**src/design/fca_pkg.sv**
```systemverilog
// Shared constants for the flagged channel averager.
`timescale 1ns / 1ps
`default_nettype none
package fca_pkg;
  localparam int unsigned SIGMA_W = 32;
  localparam int unsigned CFG_W   = 7;
  localparam int unsigned VAR_W   = 64;
  localparam int unsigned ROOT_W  = 32;
endpackage
`default_nettype wire

```
**src/design/fca_if.sv**
```systemverilog
// Valid/ready stream interface carrying one averager word.
`timescale 1ns / 1ps
`default_nettype none
interface fca_if #(
  parameter int unsigned SAMPLE_BITS = 32
);
  logic                          valid;
  logic                          ready;
  logic signed [SAMPLE_BITS-1:0] vis_real;
  logic signed [SAMPLE_BITS-1:0] vis_imag;
  logic                          flagged;
  logic [31:0]                   sigma;
  modport source (output valid, vis_real, vis_imag, flagged, sigma, input ready);
  modport sink   (input valid, vis_real, vis_imag, flagged, sigma, output ready);
endinterface

interface fca_cfg_if;
  logic       valid;
  logic       ready;
  logic [6:0] data;
  modport source (output valid, data, input ready);
  modport sink   (input valid, data, output ready);
endinterface
`default_nettype wire

```
**src/design/flagged_channel_averager.sv**
```systemverilog
// Top level: flag-aware channel averager.
// A width-1 word passes through the front register and the back's output state; a group
// result follows its last word through 32 root steps and ACC_W divide steps, unless the
// group is fully flagged. The back handles one word or group at a time, so groups shorter
// than the back's processing stall the input.
// Reset clears group state and sets the group width to 1.
`timescale 1ns / 1ps
`default_nettype none
module flagged_channel_averager import fca_pkg::*; #(
  parameter int unsigned MAX_GROUP_WIDTH = 64,
  parameter int unsigned SAMPLE_BITS     = 32
) (
  input  wire logic clk_i,
  input  wire logic rst_ni,
  fca_cfg_if.sink   cfg,
  fca_if.sink       in_w,
  fca_if.source     out_w
);
  localparam int unsigned CNT_W = $clog2(MAX_GROUP_WIDTH + 1);
  localparam int unsigned ACC_W = SAMPLE_BITS + CNT_W;
  logic q_valid, q_ready, q_pass, q_flag;
  logic signed [ACC_W-1:0] q_real, q_imag;
  logic [VAR_W-1:0] q_var;
  logic [CNT_W-1:0] q_cnt;
  logic [SIGMA_W-1:0] q_sigma;

  assign cfg.ready = 1'b1;

  fca_front #(.MAX_GROUP_WIDTH(MAX_GROUP_WIDTH), .SAMPLE_BITS(SAMPLE_BITS)) u_front (
    .clk_i, .rst_ni,
    .cfg_we_i(cfg.valid), .cfg_data_i(cfg.data),
    .in_valid_i(in_w.valid), .in_ready_o(in_w.ready),
    .in_real_i(in_w.vis_real), .in_imag_i(in_w.vis_imag),
    .in_flag_i(in_w.flagged), .in_sigma_i(in_w.sigma),
    .q_valid_o(q_valid), .q_ready_i(q_ready), .q_pass_o(q_pass),
    .q_real_o(q_real), .q_imag_o(q_imag), .q_var_o(q_var), .q_cnt_o(q_cnt),
    .q_sigma_o(q_sigma), .q_flag_o(q_flag)
  );

  fca_back #(.MAX_GROUP_WIDTH(MAX_GROUP_WIDTH), .SAMPLE_BITS(SAMPLE_BITS)) u_back (
    .clk_i, .rst_ni,
    .q_valid_i(q_valid), .q_ready_o(q_ready), .q_pass_i(q_pass),
    .q_real_i(q_real), .q_imag_i(q_imag), .q_var_i(q_var), .q_cnt_i(q_cnt),
    .q_sigma_i(q_sigma), .q_flag_i(q_flag),
    .out(out_w)
  );
endmodule
`default_nettype wire

```
**src/design/fca_front.sv**
```systemverilog
// Front end: group accumulation of real, imaginary and variance sums, or passthrough at width 1.
`timescale 1ns / 1ps
`default_nettype none
module fca_front import fca_pkg::*; #(
  parameter int unsigned MAX_GROUP_WIDTH = 64,
  parameter int unsigned SAMPLE_BITS     = 32,
  localparam int unsigned CNT_W = $clog2(MAX_GROUP_WIDTH + 1),
  localparam int unsigned ACC_W = SAMPLE_BITS + CNT_W
) (
  input  wire logic                    clk_i,
  input  wire logic                    rst_ni,
  input  wire logic                    cfg_we_i,
  input  wire logic [CFG_W-1:0]        cfg_data_i,
  input  wire logic                    in_valid_i,
  output logic                         in_ready_o,
  input  wire logic signed [SAMPLE_BITS-1:0] in_real_i,
  input  wire logic signed [SAMPLE_BITS-1:0] in_imag_i,
  input  wire logic                    in_flag_i,
  input  wire logic [SIGMA_W-1:0]      in_sigma_i,
  output logic                         q_valid_o,
  input  wire logic                    q_ready_i,
  output logic                         q_pass_o,
  output logic signed [ACC_W-1:0]      q_real_o,
  output logic signed [ACC_W-1:0]      q_imag_o,
  output logic [VAR_W-1:0]             q_var_o,
  output logic [CNT_W-1:0]             q_cnt_o,
  output logic [SIGMA_W-1:0]           q_sigma_o,
  output logic                         q_flag_o
);
  logic [CNT_W-1:0] width_q, pos_q, good_q;
  logic signed [ACC_W-1:0] re_q, im_q;
  logic [VAR_W-1:0] var_q;
  logic [CNT_W-1:0] wsat;
  logic [VAR_W-1:0] sq;
  logic [VAR_W:0] vsum;
  logic take, last;

  always_comb begin
    if (cfg_data_i == '0) wsat = CNT_W'(1);
    else if ({25'd0, cfg_data_i} > 32'(MAX_GROUP_WIDTH)) wsat = CNT_W'(MAX_GROUP_WIDTH);
    else wsat = CNT_W'(cfg_data_i);
  end

  assign in_ready_o = !q_valid_o || q_ready_i;
  assign take = in_valid_i && in_ready_o;
  assign sq   = {32'd0, in_sigma_i} * {32'd0, in_sigma_i};
  assign vsum = {1'b0, var_q} + {1'b0, sq};
  assign last = (pos_q + CNT_W'(1)) >= width_q;

  always_ff @(posedge clk_i or negedge rst_ni) begin
    if (!rst_ni) begin
      width_q <= CNT_W'(1);
      pos_q <= '0; good_q <= '0; re_q <= '0; im_q <= '0; var_q <= '0;
      q_valid_o <= 1'b0;
    end else begin
      if (q_ready_i) q_valid_o <= 1'b0;
      if (cfg_we_i) begin
        width_q <= wsat;
        pos_q <= '0; good_q <= '0; re_q <= '0; im_q <= '0; var_q <= '0;
      end else if (take) begin
        if (width_q == CNT_W'(1)) begin
          q_valid_o <= 1'b1;
          q_pass_o <= 1'b1;
          q_real_o <= ACC_W'(in_real_i);
          q_imag_o <= ACC_W'(in_imag_i);
          q_flag_o <= in_flag_i;
          q_sigma_o <= in_sigma_i;
        end else if (last) begin
          q_valid_o <= 1'b1;
          q_pass_o <= 1'b0;
          q_real_o <= in_flag_i ? re_q : re_q + ACC_W'(in_real_i);
          q_imag_o <= in_flag_i ? im_q : im_q + ACC_W'(in_imag_i);
          q_var_o  <= in_flag_i ? var_q : (vsum[VAR_W] ? '1 : vsum[VAR_W-1:0]);
          q_cnt_o  <= in_flag_i ? good_q : good_q + CNT_W'(1);
          q_flag_o <= in_flag_i && (good_q == '0);
          q_sigma_o <= in_sigma_i;
          pos_q <= '0; good_q <= '0; re_q <= '0; im_q <= '0; var_q <= '0;
        end else begin
          pos_q <= pos_q + CNT_W'(1);
          if (!in_flag_i) begin
            re_q <= re_q + ACC_W'(in_real_i);
            im_q <= im_q + ACC_W'(in_imag_i);
            var_q <= vsum[VAR_W] ? '1 : vsum[VAR_W-1:0];
            good_q <= good_q + CNT_W'(1);
          end
        end
      end
    end
  end
endmodule
`default_nettype wire

```
**src/design/fca_back.sv**
```systemverilog
// Back end: iterative root and rounded divisions for one group; pass-through and fully flagged results skip them.
`timescale 1ns / 1ps
`default_nettype none
module fca_back import fca_pkg::*; #(
  parameter int unsigned MAX_GROUP_WIDTH = 64,
  parameter int unsigned SAMPLE_BITS     = 32,
  localparam int unsigned CNT_W = $clog2(MAX_GROUP_WIDTH + 1),
  localparam int unsigned ACC_W = SAMPLE_BITS + CNT_W
) (
  input  wire logic                    clk_i,
  input  wire logic                    rst_ni,
  input  wire logic                    q_valid_i,
  output logic                         q_ready_o,
  input  wire logic                    q_pass_i,
  input  wire logic signed [ACC_W-1:0] q_real_i,
  input  wire logic signed [ACC_W-1:0] q_imag_i,
  input  wire logic [VAR_W-1:0]        q_var_i,
  input  wire logic [CNT_W-1:0]        q_cnt_i,
  input  wire logic [SIGMA_W-1:0]      q_sigma_i,
  input  wire logic                    q_flag_i,
  fca_if.source                        out
);
  typedef enum logic [3:0] {
    S_IDLE = 4'b0001, S_ROOT = 4'b0010, S_DIV = 4'b0100, S_OUT = 4'b1000
  } state_e;
  localparam int unsigned RC_W = $clog2(ROOT_W);
  localparam int unsigned DC_W = $clog2(ACC_W + 1);

  state_e st_q;
  logic [VAR_W-1:0] rem_q;
  logic [ROOT_W-1:0] root_q;
  logic [VAR_W+1:0] racc_q;
  logic [RC_W-1:0] rcnt_q;
  logic [ACC_W-1:0] nre_q, nim_q, nsg_q, qre_q, qim_q, qsg_q;
  logic [CNT_W-1:0] rre_q, rim_q, rsg_q, n_q;
  logic [DC_W-1:0] dcnt_q;
  logic sre_q, sim_q;
  logic [VAR_W+1:0] racc_d, trial;
  logic [CNT_W:0] tre, tim, tsg;
  logic [ACC_W-1:0] are, aim;

  assign q_ready_o = (st_q == S_IDLE);
  assign out.valid = (st_q == S_OUT);
  assign are = q_real_i[ACC_W-1] ? ACC_W'(-q_real_i) : ACC_W'(q_real_i);
  assign aim = q_imag_i[ACC_W-1] ? ACC_W'(-q_imag_i) : ACC_W'(q_imag_i);
  assign racc_d = {racc_q[VAR_W-1:0], rem_q[VAR_W-1 -: 2]};
  assign trial  = racc_d - {{(VAR_W-ROOT_W){1'b0}}, root_q, 2'b01};
  assign tre = {rre_q, nre_q[ACC_W-1]} - {1'b0, n_q};
  assign tim = {rim_q, nim_q[ACC_W-1]} - {1'b0, n_q};
  assign tsg = {rsg_q, nsg_q[ACC_W-1]} - {1'b0, n_q};

  always_ff @(posedge clk_i or negedge rst_ni) begin
    if (!rst_ni) begin
      st_q <= S_IDLE;
    end else begin
      case (st_q)
        S_IDLE: begin
          if (q_valid_i) begin
            if (q_pass_i || q_flag_i) begin
              st_q <= S_OUT;
              qre_q <= q_pass_i ? ACC_W'(q_real_i) : '0;
              qim_q <= q_pass_i ? ACC_W'(q_imag_i) : '0;
              qsg_q <= q_pass_i ? ACC_W'(q_sigma_i) : '0;
              sre_q <= 1'b0; sim_q <= 1'b0;
              out.flagged <= q_flag_i;
            end else begin
              st_q <= S_ROOT;
              n_q <= q_cnt_i;
              sre_q <= q_real_i[ACC_W-1];
              sim_q <= q_imag_i[ACC_W-1];
              nre_q <= are + ACC_W'(q_cnt_i >> 1);
              nim_q <= aim + ACC_W'(q_cnt_i >> 1);
              rem_q <= q_var_i; root_q <= '0; racc_q <= '0; rcnt_q <= '0;
              out.flagged <= 1'b0;
            end
          end
        end
        S_ROOT: begin
          rem_q <= rem_q << 2;
          if (!trial[VAR_W+1]) begin
            racc_q <= trial; root_q <= {root_q[ROOT_W-2:0], 1'b1};
          end else begin
            racc_q <= racc_d; root_q <= {root_q[ROOT_W-2:0], 1'b0};
          end
          rcnt_q <= rcnt_q + RC_W'(1);
          if (rcnt_q == RC_W'(ROOT_W - 1)) begin
            st_q <= S_DIV; dcnt_q <= '0;
            rre_q <= '0; rim_q <= '0; rsg_q <= '0;
            nsg_q <= ACC_W'({1'b0, root_q[ROOT_W-2:0], ~trial[VAR_W+1]}) +
                     ACC_W'(n_q >> 1);
          end
        end
        S_DIV: begin
          nre_q <= {nre_q[ACC_W-2:0], ~tre[CNT_W]};
          nim_q <= {nim_q[ACC_W-2:0], ~tim[CNT_W]};
          nsg_q <= {nsg_q[ACC_W-2:0], ~tsg[CNT_W]};
          rre_q <= tre[CNT_W] ? {rre_q[CNT_W-2:0], nre_q[ACC_W-1]} : tre[CNT_W-1:0];
          rim_q <= tim[CNT_W] ? {rim_q[CNT_W-2:0], nim_q[ACC_W-1]} : tim[CNT_W-1:0];
          rsg_q <= tsg[CNT_W] ? {rsg_q[CNT_W-2:0], nsg_q[ACC_W-1]} : tsg[CNT_W-1:0];
          dcnt_q <= dcnt_q + DC_W'(1);
          if (dcnt_q == DC_W'(ACC_W - 1)) begin
            st_q <= S_OUT;
            qre_q <= {nre_q[ACC_W-2:0], ~tre[CNT_W]};
            qim_q <= {nim_q[ACC_W-2:0], ~tim[CNT_W]};
            qsg_q <= {nsg_q[ACC_W-2:0], ~tsg[CNT_W]};
          end
        end
        S_OUT: begin
          rcnt_q <= '0;
          if (out.ready) st_q <= S_IDLE;
        end
        default: st_q <= S_IDLE;
      endcase
    end
  end

  always_comb begin
    out.vis_real = sre_q ? SAMPLE_BITS'(-qre_q) : SAMPLE_BITS'(qre_q);
    out.vis_imag = sim_q ? SAMPLE_BITS'(-qim_q) : SAMPLE_BITS'(qim_q);
    out.sigma    = qsg_q[SIGMA_W-1:0];
  end
endmodule
`default_nettype wire

```
**src/flat_wrapper.sv**
```systemverilog
// flat-port wrapper written by rule: the top's interface ports become plain ports
module flagged_channel_averager_flat import fca_pkg::*;
#(
  parameter int unsigned MAX_GROUP_WIDTH = 64,
  parameter int unsigned SAMPLE_BITS     = 32
)
  (clk_i, rst_ni, cfg_valid, cfg_data, cfg_ready, in_w_valid, in_w_vis_real, in_w_vis_imag, in_w_flagged, in_w_sigma, in_w_ready, out_w_valid, out_w_vis_real, out_w_vis_imag, out_w_flagged, out_w_sigma, out_w_ready);
  fca_cfg_if cfg_i ();
  fca_if #(.SAMPLE_BITS(SAMPLE_BITS)) in_w_i ();
  fca_if #(.SAMPLE_BITS(SAMPLE_BITS)) out_w_i ();
  input  wire logic clk_i;
  input  wire logic rst_ni;
  input wire logic [$bits(cfg_i.valid)-1:0] cfg_valid;
  input wire logic [$bits(cfg_i.data)-1:0] cfg_data;
  output wire logic [$bits(cfg_i.ready)-1:0] cfg_ready;
  input wire logic [$bits(in_w_i.valid)-1:0] in_w_valid;
  input wire logic [$bits(in_w_i.vis_real)-1:0] in_w_vis_real;
  input wire logic [$bits(in_w_i.vis_imag)-1:0] in_w_vis_imag;
  input wire logic [$bits(in_w_i.flagged)-1:0] in_w_flagged;
  input wire logic [$bits(in_w_i.sigma)-1:0] in_w_sigma;
  output wire logic [$bits(in_w_i.ready)-1:0] in_w_ready;
  output wire logic [$bits(out_w_i.valid)-1:0] out_w_valid;
  output wire logic [$bits(out_w_i.vis_real)-1:0] out_w_vis_real;
  output wire logic [$bits(out_w_i.vis_imag)-1:0] out_w_vis_imag;
  output wire logic [$bits(out_w_i.flagged)-1:0] out_w_flagged;
  output wire logic [$bits(out_w_i.sigma)-1:0] out_w_sigma;
  input wire logic [$bits(out_w_i.ready)-1:0] out_w_ready;
  assign cfg_i.valid = cfg_valid;
  assign cfg_i.data = cfg_data;
  assign cfg_ready = cfg_i.ready;
  assign in_w_i.valid = in_w_valid;
  assign in_w_i.vis_real = in_w_vis_real;
  assign in_w_i.vis_imag = in_w_vis_imag;
  assign in_w_i.flagged = in_w_flagged;
  assign in_w_i.sigma = in_w_sigma;
  assign in_w_ready = in_w_i.ready;
  assign out_w_valid = out_w_i.valid;
  assign out_w_vis_real = out_w_i.vis_real;
  assign out_w_vis_imag = out_w_i.vis_imag;
  assign out_w_flagged = out_w_i.flagged;
  assign out_w_sigma = out_w_i.sigma;
  assign out_w_i.ready = out_w_ready;
  flagged_channel_averager #(.MAX_GROUP_WIDTH(MAX_GROUP_WIDTH), .SAMPLE_BITS(SAMPLE_BITS)) u_core (.clk_i(clk_i), .rst_ni(rst_ni), .cfg(cfg_i), .in_w(in_w_i), .out_w(out_w_i));
endmodule
```
**config.mk**
```make
export PLATFORM = sky130hd
export DESIGN_NAME = flagged_channel_averager_flat
export DESIGN_NICKNAME = d
export VERILOG_FILES = /design/src/design/fca_pkg.sv /design/src/design/fca_if.sv /design/src/design/flagged_channel_averager.sv /design/src/design/fca_front.sv /design/src/design/fca_back.sv /design/src/flat_wrapper.sv
export SDC_FILE = /design/constraint.sdc
export NUM_CORES = 2
export LEC_CHECK = 0
export BUFFER_PORTS_ARGS = -buffer_cell sky130_fd_sc_hd__buf_2
export CAP_MARGIN = 20
export CORE_MARGIN = 4
export CORE_UTILIZATION = 35
export DETAILED_ROUTE_END_ITERATION = 8
export PLACE_DENSITY = 0.55
export SYNTH_ARGS = -nofsm -noshare
export SYNTH_HDL_FRONTEND = slang
export SYNTH_HIERARCHICAL = 1
export SYNTH_SLANG_ARGS = --single-unit
```
**constraint.sdc**
```tcl
create_clock -name clk_i -period 9.9 [get_ports clk_i]
set_clock_uncertainty 0.2 [all_clocks]
set_input_delay 0.99 -clock clk_i [delete_from_list [all_inputs] [get_ports clk_i]]
set_output_delay 0.99 -clock clk_i [all_outputs]
set_load 0.02 [all_outputs]
```
After elaboration in Yosys (flattened, before gate mapping)
Cells that the tools add are included.
{"block": "op_classes", "addsub": 18, "n_mul": 1, "n_lt_le_gt_ge": 2, "n_eq_ne": 14, "muxes": 97, "bitwise_logic": 7, "n_reduce_logical": 24}
{"operator": "$mux W39", "n": 21}
{"operator": "$mux W64", "n": 11}
{"operator": "$mux W32", "n": 18}
{"operator": "$pmux W32 S2", "n": 4}
{"operator": "$pmux W64 S2", "n": 2}
{"operator": "$pmux W39 S2", "n": 3}
{"operator": "$mux W7", "n": 15}
{"operator": "$add A39 B32 Y39", "n": 2}
{"operator": "$add A39 B6 Y39", "n": 2}
{"operator": "$neg A39 Y39", "n": 2}
{"operator": "$sub A66 B34 Y66", "n": 1}
{"operator": "$add A64 B64 Y65", "n": 1}
{"operator": "$mul A32 B32 Y64", "n": 1}
{"operator": "$neg A32 Y32", "n": 2}
{"operator": "$pmux W7 S2", "n": 3}
{"operator": "$add A32 B6 Y33", "n": 1}
{"operator": "$reduce_and A4 Y1", "n": 6}
{"operator": "$sub A8 B7 Y8", "n": 3}
{"operator": "$mux W4", "n": 5}
{"operator": "$pmux W4 S4", "n": 1}
{"operator": "$pmux W5 S3", "n": 1}
{"operator": "$add A7 B1 Y7 const B", "n": 2}
{"operator": "$logic_not A7 Y1", "n": 2}
{"operator": "$ne A2 B2 Y1 const B", "n": 6}
{"operator": "other kinds (25)", "n": 48}
{"block": "totals", "regBits": 766, "elab_cells": 196}

Depth between registers and ports, before layout
{"block": "logic_depth", "word_depth": 8, "ltp_mapped": 32, "ltp_nobuf": 29}

Modules after synthesis
The synthesis kept the hierarchy.
{"mod": "fca_front", "n_inst": 1, "cells_each": 5185, "area_each_um2": 49575.0}
{"mod": "fca_back", "n_inst": 1, "cells_each": 2860, "area_each_um2": 26740.6}
{"mod": "flagged_channel_averager", "n_inst": 1, "cells_each": 2, "area_each_um2": 11.3}

Worst setup path after synthesis
OpenSTA, ideal clock, no wires.
{"block": "synth_path", "path_type": "register to register", "start": "register u_core.u_back.st_q[1]", "end": "register u_core.u_back.racc_q[0], enable pin", "t_arrival_ps": 7938, "t_required_ps": 9018, "path_slack_ps": 1080, "path_stages_with_launch": 6, "period_less_slack_ps": 8820, "path_cell_list": "dfrtp_1 clkbuf_1 nor4b_1 clkbuf_1 a21oi_1 nor2_1"}
{"block": "synth_via", "elab_chain_cells": 3, "word_cells_on_any_way": 6}
{"item": "start, declared", "line": "fca_back.sv:29", "source": "state_e st_q;"}
{"item": "start signal, assigned", "line": "fca_back.sv:54", "source": "st_q <= S_IDLE;"}
{"item": "start signal, assigned", "line": "fca_back.sv:60", "source": "st_q <= S_OUT;"}
{"item": "start signal, assigned", "line": "fca_back.sv:67", "source": "st_q <= S_ROOT;"}
{"item": "$eq A4 B1 Y1 or $eq A4 B2 Y1 (tied branches)", "line": "fca_back.sv:56", "source": "case (st_q)"}
{"item": "$ne A2 B2 Y1 (no source line) or $reduce_bool A2 Y1 (tied branches)"}
{"item": "$reduce_and A4 Y1 (no source line) *"}
{"item": "end signal, assigned", "line": "fca_back.sv:81", "source": "racc_q <= trial; root_q <= {root_q[ROOT_W-2:0], 1'b1};"}
{"item": "end signal, assigned", "line": "fca_back.sv:83", "source": "racc_q <= racc_d; root_q <= {root_q[ROOT_W-2:0], 1'b0};"}
{"item": "end, declared", "line": "fca_back.sv:32", "source": "logic [VAR_W+1:0] racc_q;"}
Mark *: on every way between the ends. The rest lies on a longest branch, timed or not.
A chain may end at the register's enable or synchronous reset.

Final worst setup path
{"block": "layout_path", "start": "input port in_w_sigma[26]", "end": "register u_core.u_front.var_q[55]"}
{"block": "layout_via", "elab_chain_cells": 8}
{"item": "start, declared", "line": "flat_wrapper.sv:20", "source": "input wire logic [$bits(in_w_i.sigma)-1:0] in_w_sigma;"}
{"item": "$mul A32 B32 Y64", "line": "fca_front.sv:46", "source": "assign sq = {32'd0, in_sigma_i} * {32'd0, in_sigma_i};"}
{"item": "$add A64 B64 Y65", "line": "fca_front.sv:47", "source": "assign vsum = {1'b0, var_q} + {1'b0, sq};"}
{"item": "$mux W64", "line": "fca_front.sv:83", "source": "var_q <= vsum[VAR_W] ? '1 : vsum[VAR_W-1:0];"}
{"item": "$mux W64", "line": "fca_front.sv:80", "source": "if (!in_flag_i) begin"}
{"item": "$mux W64", "line": "fca_front.sv:68", "source": "end else if (last) begin"}
{"item": "$mux W64", "line": "fca_front.sv:61", "source": "if (width_q == CNT_W'(1)) begin"}
{"item": "$mux W64", "line": "fca_front.sv:60", "source": "end else if (take) begin"}
{"item": "$mux W64", "line": "fca_front.sv:57", "source": "if (cfg_we_i) begin"}
{"item": "end signal, assigned", "line": "fca_front.sv:83"}
{"item": "end, declared", "line": "fca_front.sv:32", "source": "logic [VAR_W-1:0] var_q;"}
No other way between the ends. The select of a mux whose other input is x is not followed.

==> metrics.md <==
| Metric | Value |
|---|---|
| R2r endpoint | `u_core/u_front/var_q[3]` |
| DRC viols | `0` |
| Synthesized area per cell | `around 9.5 um2` |
| Vias post-DR | `roughly 57000` |
| Slew Limit Fails | `0` |
| Highest routed layer | `met5` |
| Layout area overhead | `9.145%` |
| Metal2 WL | `between 100 and 150 mm` |
| GRT Overall Usage | `19.39%` |
| XOR/XNOR Fraction of Synth Area | `under 10%` |
| Clk sinks | `766` |
| PortBufs | `207` |
| Synth area leader | `edfxtp_1` |
| H-tree depth | `3` |
| Post-synthesis mux area share | `about 1.1%` |
| Final Hold Fails | `0` |
| Post-DP HPWL | `~170 mm` |
| Max-cap viol count | `0` |
| Number of synthesized flops with an enable pin | `about 600` |
| Share of the synthesized area in the top cell type | `23.53%` |
| CP arrival | `between 9 and 10 ns` |
| Die area | `approximately 230000 um2` |
| Status | `completed` |
| Slew margin rel. | `approximately a third` |
| Cell count after synthesis | `about 8000` |
| Tmin final | `8.998 ns` |
| Distinct cells, synth | `about 110` |
| Ports | `209` |
| Synth Area in Adders | `29.92%` |
| Vias per inst | `5.149` |
| Clk Latency, worst-skew pair | `around 0.70 ns` |
| WL met3 | `approximately 11 mm` |
| Hold Buf Count CTS | `0` |
| Main combinational cell family by area after synthesis | `adder cells` |
| Grt ovf | `0` |
| CTS tree | `yes` |
| Bufs on Longest Clock Path | `3` |
| 1st-iter DRT viols | `between 4000 and 5000` |
| Wire per inst | `between 20 and 25 um` |
| Final ANT Viol Nets | `0` |
| Max Fclk | `roughly 110 MHz` |
| Async SR Flop Fraction | `a little over a fifth` |
| Commonest cells post-synth | `inv_1 (1341), nand2_1 (1106), fa_1 (880)` |
| Post-synthesis sequential area ratio | `a little under 30%` |
| Simple-gate area share of the yosys netlist | `15.06%` |
| Flop2flop setup slack | `between 1.5 and 2 ns` |
| Clock Pin Slew Worst Setup and Hold Paths | `around 0.060 ns` |
| Critical Path Sink Type | `register` |
| Worst-Margin Slew | `0.9867 ns` |
| Crit-path max FO | `19` |
| RSZ-0062 raised after global routing | `false` |
| Layout cells sized above 1 | `just over 7%` |
| Vias in the first global route | `around 58000` |
| Setup_tns | `0 ns` |
| Critical path required time | `10.28 ns` |
| Met1 Wirelength | `between 100 and 150 mm` |
| Post-synthesis compound-gate area fraction | `11.43%` |
| Hold crit path type | `input port to async pin` |
| Clock root buffer | `clkbuf_16` |
| Count of final setup violators | `0` |
| Fin nets | `~9500` |
| Post-Syn Nets | `9453` |
| Nature of the critical path startpoint | `input port` |
| Cell area after synthesis | `~76000 um2` |
| Cts bufs inserted | `between 80 and 90` |
| CTS resizes | `0` |
| Flops & latches, synth | `766` |
| Crit share post-route | `around nine tenths` |
| Starting Density | `between 30% and 40%` |
| Crit Path Class | `input port to register` |
| WL final | `between 200 and 250 mm` |
| Yosys warnings | `6` |
| Core Area | `217000 um2` |
| Row Count | `roughly 170` |
| Chip Width | `475.0 um` |
| Count leader, synth | `inv_1` |
| Antenna violations before repair | `29` |
| Synth area leaders | `edfxtp_1 (24%), fa_1 (23%), ha_1 (6.8%), inv_1 (6.6%), dfrtp_1 (5.4%)` |
| DR pass1 iterations | `6` |
| Register-to-Register Path Depth | `25` |
| Chip height | `~470 um` |
| GP Congestion | `~0.9` |
| Reg2reg start | `u_core/u_front/var_q[27]` |
| First-pass GRT wire length | `341.7 mm` |
| Top_reg_cell synth | `edfxtp_1` |
| Largest net degree at the start of global routing | `around 160` |
| Setup bufs post-CTS | `0` |
worst max-delay path, cell delays in order:
cell and delay [ns]:
buf_2 0.41, buf_4 0.41, nand2_1 0.14, fa_1 0.55, fa_1 0.58, inv_1 0.06, fa_1 0.53, inv_1 0.05
fa_1 0.50, inv_1 0.08, fa_1 0.56, fa_1 0.43, fa_1 0.50, inv_1 0.05, fa_1 0.47, inv_1 0.04
ha_1 0.37, a21oi_1 0.27, o21bai_1 0.12, a2111oi_0 0.71, o31ai_1 0.22, a32oi_1 0.26, o211ai_1 0.24, a21boi_0 0.27
xor2_1 0.28, a21oi_1 0.11, a21o_1 0.16
worst max path at each step:
stage,start,cells after the start,slack (ns),to
floorplan,u_core/u_back/st_q[1],5,1.08,u_core/u_back/racc_q[0]
global placement,in_w_sigma[26],27,0.44,u_core/u_front/var_q[55]
detailed placement,in_w_sigma[9],27,0.36,u_core/u_front/var_q[3]
CTS,in_w_sigma[9],27,1.10,u_core/u_front/var_q[3]
global route,in_w_sigma[6],29,0.62,u_core/u_front/var_q[3]
finish,in_w_sigma[26],27,0.90,u_core/u_front/var_q[55]
per-stage QoR:
| step | hold slack (ns) | setup WS (ns) | cells | util (%) | area, um2 |
|---|---|---|---|---|---|
| 2_1_floorplan | 0.2003 | 1.080 | 8047 | - | 76330 |
| 3_3_place_gp | 0.2499 | 0.4383 | 10824 | 37.04 | 80350 |
| 3_5_place_dp | 0.2468 | 0.3567 | 10824 | 37.04 | 80350 |
| 4_1_cts | 0.1209 | 1.096 | 10988 | 38.37 | 83250 |
| 5_1_grt | 0.1806 | 0.6206 | 10996 | 38.39 | 83300 |
| 6_report | 0.1374 | 0.9017 | 11000 | 38.40 | 83310 |
metal layers:
layer / vias to the layer above / GRT usage (%)
met2: 1380 / 31.93
met4: 6 / 4.740
met1: 28443 / 27.30
li1: 26572 / -
met5: - / 0
met3: 239 / 2.149
final cells by class:
class,instances,area (um2)
diodes,10,25.02
clock buffers,110,2345
clock inverters,54,554.3
fillers,21771,133600
inverters,1343,5044
multi-input cells,5559,47770
flip-flops and latches,766,22160
well taps,2854,3571
repair buffers,304,1837
placed cells by master, fill, tap and decap left out, types with 88 or more instances in the layout:
master / instances
xor2_1: 139
nor3_1: 116
fa_1: 880
and2_1: 224
nand3_1: 111
o21ai_0: 339
xnor2_1: 279
clkbuf_16: 88
nand2_1: 1103
inv_1: 1339
ha_1: 417
dfrtp_1: 166
edfxtp_1: 598
a21oi_1: 333
buf_4: 93
buf_2: 205
nor2_1: 405
a21o_1: 117
cell families after synthesis:
logic type	after synthesis
AOI/OAI and AO/OA	1328
xor gates and xnor gates	421
adders and majority gates	1297
buffers and inverters	1722
DFF	766
muxes	85
other	1
and+or+nand+nor	2427
registers in the layout, summed over array words and instances (netlist names), 39 cells and up:
name / flops
u_core/u_back/nim_q: 39
u_core/u_front/q_var_o: 64
u_core/u_back/racc_q: 64
u_core/u_front/re_q: 39
u_core/u_front/im_q: 39
u_core/u_back/nsg_q: 39
u_core/u_back/nre_q: 39
u_core/u_front/q_imag_o: 39
u_core/u_back/rem_q: 64
u_core/u_front/q_real_o: 39
u_core/u_front/var_q: 64
Power is left out: the tool's default activity adds up to more than one toggle a clock period on the data nets, which glitch-free logic cannot reach.
